$ cat src/sv/lwbc_pkg.sv
// Shared constants, types and state codes for the LRU write-back cache.
`timescale 1ns / 1ps
`default_nettype none
package lwbc_pkg;

  // Built geometry of the cache and its backing memory.
  localparam int CACHE_WAYS = 16;
  localparam int MEM_DEPTH  = 4096;

  // Derived widths.
  localparam int WAY_W  = (CACHE_WAYS > 1) ? $clog2(CACHE_WAYS) : 1;
  localparam int CNT_W  = $clog2(CACHE_WAYS + 1);
  localparam int MEM_AW = (MEM_DEPTH > 1) ? $clog2(MEM_DEPTH) : 1;
  localparam int LIM_W  = 17;

  // Field and register widths fixed by the interface.
  localparam int ADDR_W      = 16;
  localparam int DATA_W      = 32;
  localparam int CFG_WAYS_W  = 5;
  localparam int CFG_WORDS_W = 13;
  localparam int CFG_IDX_W   = 1;
  localparam int CFG_DATA_W  = 13;

  // Configuration register indexes.
  localparam logic [CFG_IDX_W-1:0] CFG_ACTIVE_WAYS  = 1'b0;
  localparam logic [CFG_IDX_W-1:0] CFG_MEMORY_WORDS = 1'b1;

  // Reset values of the configuration registers.
  localparam logic [CFG_WAYS_W-1:0]  ACTIVE_WAYS_RST  = 5'd16;
  localparam logic [CFG_WORDS_W-1:0] MEMORY_WORDS_RST = 13'd4096;

  // Request kinds.
  localparam logic REQ_READ  = 1'b0;
  localparam logic REQ_WRITE = 1'b1;

  // Controller states.
  typedef enum logic [1:0] {
    ST_CLEAR,
    ST_IDLE,
    ST_LOOKUP,
    ST_UPDATE
  } state_e;

  // Commands from the controller to the datapath.
  typedef struct packed {
    logic clear;
    logic capture;
    logic lookup;
    logic update;
  } cmd_t;

  // Status from the datapath to the controller.
  typedef struct packed {
    logic clear_last;
  } sts_t;

endpackage
`default_nettype wire

$ cat src/sv/lwbc_ctrl.sv
// Controller state machine that sequences memory clearing and each transaction.
`timescale 1ns / 1ps
`default_nettype none
module lwbc_ctrl (
  input  wire logic           clk_i,
  input  wire logic           rst_ni,
  input  wire logic           start,
  output logic                busy,
  input  wire lwbc_pkg::sts_t sts_i,
  output lwbc_pkg::cmd_t      cmd_o
);
  import lwbc_pkg::*;

  state_e state_q, state_d;

  // State register.
  always_ff @(posedge clk_i or negedge rst_ni) begin
    if (!rst_ni) begin
      state_q <= ST_CLEAR;
    end else begin
      state_q <= state_d;
    end
  end

  // Next state.
  always_comb begin
    state_d = state_q;
    unique case (state_q)
      ST_CLEAR: begin
        if (sts_i.clear_last) state_d = ST_IDLE;
      end
      ST_IDLE: begin
        if (start) state_d = ST_LOOKUP;
      end
      ST_LOOKUP: state_d = ST_UPDATE;
      ST_UPDATE: state_d = ST_IDLE;
      default:   state_d = ST_CLEAR;
    endcase
  end

  // Outputs: one command per state.
  always_comb begin
    cmd_o = '0;
    busy  = 1'b1;
    unique case (state_q)
      ST_CLEAR:  cmd_o.clear = 1'b1;
      ST_IDLE: begin
        busy          = 1'b0;
        cmd_o.capture = start;
      end
      ST_LOOKUP: cmd_o.lookup = 1'b1;
      ST_UPDATE: cmd_o.update = 1'b1;
      default:   cmd_o = '0;
    endcase
  end

endmodule
`default_nettype wire

$ cat config.mk
export PLATFORM = sky130hd
export DESIGN_NAME = lwbc_ctrl
export DESIGN_NICKNAME = d
export VERILOG_FILES = /design/src/sv/lwbc_pkg.sv /design/src/sv/lwbc_ctrl.sv
export SDC_FILE = /design/constraint.sdc
export NUM_CORES = 1
export LEC_CHECK = 0
export BUFFER_PORTS_ARGS = -buffer_cell sky130_fd_sc_hd__buf_2
export CELL_PAD_IN_SITES_DETAIL_PLACEMENT = 1
export CELL_PAD_IN_SITES_GLOBAL_PLACEMENT = 1
export CORE_AREA = 3 3 40 42
export DETAILED_ROUTE_END_ITERATION = 10
export DIE_AREA = 0 0 43 45
export PLACE_DENSITY = 0.41
export SLEW_MARGIN = 30
export SYNTH_ARGS = -nofsm -noshare
export SYNTH_HDL_FRONTEND = slang
export SYNTH_SLANG_ARGS = --single-unit
export TNS_END_PERCENT = 30
$ cat constraint.sdc
create_clock -name clk_i -period 1.3 [get_ports clk_i]
set_clock_uncertainty 0.15 [all_clocks]
set_input_delay 0.195 -clock clk_i [delete_from_list [all_inputs] [get_ports clk_i]]
set_output_delay 0.195 -clock clk_i [all_outputs]
set_load 0.01 [all_outputs]
# Word-level counts from Yosys, hierarchy flattened
# Index checks and enable logic that the tools add are counted.
word_totals:
  out_inout_bits: 5
  in_bits: 4
  reg_bits: 2
  wordCells: 16
classes:
  eq_ne: 5
  reduce_logical: 2
  mux: 8
op_table:
  columns: ["cell", "count"]
  rows:
  - ["2-bit case mux with 4 select lines", 1]
  - ["1-bit two-way mux", 5]
  - ["2-bit equality test, second input constant", 2]
  - ["2-bit two-way mux", 2]
  - ["2-bit != test, second input constant", 2]
  - ["2-bit by 1-bit equality test with 1-bit output, second input constant", 1]
  - ["2-bit zero test", 1]
  - ["2-bit AND reduction", 1]

# Depth between registers and ports, before layout
depth:
  depth_word: 3
  mapped_depth: 5
  depth_no_buf: 5

# Least setup slack after synthesis
# Ideal clock, no wire load.
synth_path:
  path_type: "register -> register"
  from: "reg state_q[0]"
  to: "reg state_q[1]"
  slack_ns: -0.175
  setup_time_ns: 0.125
  synth_period_minus_slack_ns: 1.475
  t_required_ns: 1.025
  path_buffers: 0
  arrival_ns: 1.200
  path_stages_with_launch: 6
  path_cell_list: "dfrtp_1 inv_1 ha_1 nor2b_4 a21oi_2 mux2_4"
synth_via:
  elab_chain_cells: 3
  elab_cells_between_ends: 8
  cone_classes: "5 x eq/ne; 1 x mux; 2 x reduce/logical"
synth_lines:
  columns: ["element", "line_no", "source"]
  rows:
  - ["start, declared", "lwbc_ctrl.sv:14", "state_e state_q, state_d;"]
  - ["start signal, assigned", "lwbc_ctrl.sv:21", "state_q <= state_d;"]
  - ["2-bit by 1-bit equality test with 1-bit output or 2-bit zero test (tied branches)", "lwbc_ctrl.sv:28", "unique case (state_q)"]
  - ["2-bit != test (no line)", null, null]
  - ["2-bit AND reduction (no line)", null, null]
# Parallel ways exist; a longest one is shown, timed or not.
# A chain may end at the register's enable or synchronous reset.

# Worst setup path in the final report
# Ends and elaborated chain as after synthesis.

==> results by group <==
Power
  • LEAKAGE: around 0.17 nW
  • IR drop worst, VDD: 0.0005507 V
  • Cell Int Power: 0.0005127 W
  • Power dissipated by switching net loads: ~0.00030 W
  • Combinational fraction of design power: 66.9%
  • Part of the total power dissipated in the clock network: 17.2%
  • Switching portion of total power: 36.76%
  • Sequential fraction of design power: 15.9%
  • Power density normalized to cell area: 2306 mW/mm²

Yosys
  • Simple-gate area share of the yosys netlist: 10.53%
  • Fraction of registers with async set/reset: 100.0%
  • Portion of netlist area occupied by mux cells: 9.023%
  • Post-Synthesis Cell Area: 166.4 µm²
  • Total of flip-flops plus latches after synthesis: 2
  • Number of enable-type register cells in the synthesized netlist: 0
  • Synthesized instance count: 16
  • Adder and majority gate portion of the synthesized area: a little under a third
  • Leading post-synthesis cells by instance count: 4 x sky130_fd_sc_hd__ha_1, 4 x sky130_fd_sc_hd__inv_1, 2 x sky130_fd_sc_hd__dfrtp_1, 2 x sky130_fd_sc_hd__o21ai_0
  • Unique masters post-synth: 8
  • Compound-Gate Fraction of Synth Area: a little under an eighth
  • Yosys warns: 0
  • Average instance area after synthesis: 10.40 µm²
  • Net Count, Synth: 24
  • Dominant combinational cell family by area after synthesis: adder cells
  • Register area share after synthesis: 30.08%
  • Leading register cell type out of synthesis: sky130_fd_sc_hd__dfrtp_1
  • Area share of the leading cell type in the synthesized netlist: between 30% and 40%
  • Dominant cell type by area after synthesis: sky130_fd_sc_hd__dfrtp_1
  • Synth top area cells: sky130_fd_sc_hd__dfrtp_1 30%, sky130_fd_sc_hd__ha_1 30%, sky130_fd_sc_hd__inv_1 9.0%, sky130_fd_sc_hd__mux2_4 9.0%, sky130_fd_sc_hd__nor2b_4 8.3%
  • Post-Synth XOR/XNOR Area: 0%

Clock network
  • Clock tree from TritonCTS: built
  • Number of CTS-inserted buffers: 3
  • Root Buffer Master: sky130_fd_sc_hd__clkbuf_4
  • Number of sinks handled by clock tree synthesis: 2
  • Clock-pin slew on the worst setup and hold paths: roughly 0.030 ns
  • H-tree depth: 1
  • Buffer levels on the longest clock path: 2
  • Clock latency on the worst-skew pair: 0.23 ns

Floorplanning
  • Area of the die: 0.001935 mm²
  • Core Footprint: 0.001285 mm²
  • Total I/O pin count: 9
  • Horizontal die dimension: 43 µm
  • DIE HEIGHT: 45 µm
  • Starting density of the core: 12.95%
  • Rows: 13

Setup path
  • Required time of the worst setup path: 1.26 ns
  • Worst setup SP type: flip-flop
  • Top delay family on crit path: flip-flops
  • Class of the most critical setup path: flip-flop to flip-flop
  • Critical Path End Type: flip-flop
  • Cell breakdown of the critical path: inv_2 -> ha_2 -> nor2b_4 -> a21oi_2 -> mux2_4
  • Crit path largest cell delay: 0.40 ns
  • Biggest fanout along the worst timing path: 3
  • Crit path max-delay cell type: sky130_fd_sc_hd__dfrtp_2
  • Critical path buffers and inverters: 1
  • Arrival @ worst endpoint: 1.40 ns

Global route
  • Initial antenna violation count: 0
  • Number of global-route vias before repair: a little under 200
  • Total routing usage reported by global routing: under 10%
  • Pin count of the biggest net entering global routing: 4
  • First-pass GRT wire length: 738 µm
  • Final global-route overflow total: 0

Route
  • Overall routed net length: 474 µm
  • Detailed-routing iteration count for the pre-antenna-repair pass: 1
  • DRC Markers: 0
  • Total via count after detailed routing: 169
  • Avg Vias per Cell: 3.596
  • Detailed-route wire length per cell: ~10 µm
  • Number of DRC markers in iteration 0: 0
  • Post-route ant nets: 0

Layout
  • Diodes inserted: 0
  • Final Util: 27.36%
  • Biggest regs: state_q (2)
  • Share of layout cells above drive strength 1: 81.25%
  • Total number of nets in the final design: 42
  • Non-filler cells in the finished layout: 47
  • Reg with most FFs: state_q
  • Number of flip-flops in the largest register: 2
  • Synth-to-layout area growth: 111.3%

Placement
  • Number of buffers inserted by port buffering: 8
  • Post-placement cell count: 41
  • Routability congestion estimate from global placement: 0.6869

Timing
  • # setup viols final: 7
  • Worst Max-Slew Pin Slew: just under 0.2 ns
  • Number of endpoints with negative hold slack in the final report: 0
  • Final worst setup slack: -0.1429 ns
  • Pins over their slew limit: 0
  • Setup repair after global routing missed its margin: true
  • Worst max-slew margin expressed relative to the limit: 86.88%
  • Fmax: between 600 and 700 MHz
  • Final Cycle Share: 111.0%
  • Minimum clock period after layout: between 1 and 1.5 ns

Run status
  • Outcome: complete, but fails checks
  • Violated checks: negative setup slack

Worst hold path
  • Kind of path behind the tightest hold check: primary input to async pin

Flow run
  • Max-cap violation count: 0
## per-layer routing
| layer | share of wire (%) | global-route usage [%] | vias up |
|---|---|---|---|
| met2 | 49 | 9.281 | 10 |
| met1 | 39 | 5.288 | 75 |
| met4 | 3.6 | 7.229 | 0 |
| met5 | 0 | 0 | - |
| li1 | - | - | 82 |
| met3 | 9.1 | 2.390 | 2 |
## worst paths after layout
check	start	to	slack, ns	cells past startpoint
worst max-delay path	state_q[0]	state_q[1]	-0.14	5
worst min-delay path	rst_ni	state_q[1]	0.13	2
worst max register to register	state_q[0]	state_q[1]	-0.14	5
worst min register to register	state_q[1]	state_q[1]	0.54	2
max in group asynchronous	rst_ni	state_q[0]	0.75	2
min in group clk_i	sts_i	state_q[0]	0.19	3
## final cells by class
| type | count | area [µm²] |
|---|---|---|
| sequential | 2 | 51.30 |
| inverter | 4 | 15.01 |
| clock buffer | 3 | 22.52 |
| multi-input combinational | 10 | 141.4 |
| tap | 15 | 18.77 |
| fill | 148 | 933.4 |
| timing repair buffer | 13 | 102.6 |
## layout by cell type, fill, tap and decap left out, drive strengths merged
master | synthesis | routed
a21oi | 1 | 1
buf | 0 | 12
clkbuf | 0 | 3
dfrtp | 2 | 2
dlygate4sd3 | 0 | 1
ha | 4 | 4
inv | 4 | 4
mux2 | 1 | 1
nor2 | 1 | 1
nor2b | 1 | 1
o21ai | 2 | 2
## cell families (layout without fill, tap and decap cells)
family | after synthesis | after routing
AO/OA/AOI/OAI | 3 | 3
adder cells (fa/ha/maj) | 4 | 4
buffers and inverters | 4 | 20
multiplexers | 1 | 1
flip-flops | 2 | 2
AND/OR/NAND/NOR | 2 | 2
## worst register-to-register path, stage by stage (launching register included)
cell and delay (ns):
sky130_fd_sc_hd__dfrtp_2 0.40, sky130_fd_sc_hd__inv_2 0.05, sky130_fd_sc_hd__ha_2 0.18, sky130_fd_sc_hd__nor2b_4 0.13, sky130_fd_sc_hd__a21oi_2 0.12, sky130_fd_sc_hd__mux2_4 0.30
## timing repair
| item | 4_1_cts | 5_1_grt |
|---|---|---|
| endpoints found under the hold margin | 2 | 0 |
| hold buffers | 1 | 0 |
| buffers inserted | 2 | 0 |
| pin swaps | 3 | 1 |
| gates resized for setup | 14 | 0 |
| endpoints found under the setup margin | 7 | 7 |
## stage by stage
stage	hold WS [ns]	total power, W	area [µm²]	worst slack, ns	TNS [ns]
finish	0.1345	0.0008107	351.6	-0.1429	-0.5491
global route	0.1300	0.0008952	351.6	-0.1958	-0.9658
CTS	0.1280	0.0008295	351.6	-0.1476	-0.6331
detailed placement	-0.1656	0.0004741	242.7	-0.1840	-0.2230
global placement	-0.1699	0.0004674	242.7	-0.1756	-0.1756
floorplan	-0.2506	0.0003393	168.9	-0.1314	-0.1314
## power groups by stage
stage	sequential (W)	clock (W)	combinational (W)
6_report	0.000129	0.000140	0.000542
5_1_grt	0.000134	0.000161	0.000600
4_1_cts	0.000127	0.000149	0.000553
3_5_place_dp	0.000118	0	0.000356
3_3_place_gp	0.000116	0	0.000351
2_1_floorplan	0.000117	0	0.000223
Note: power is estimated with default switching activity, not from simulation.
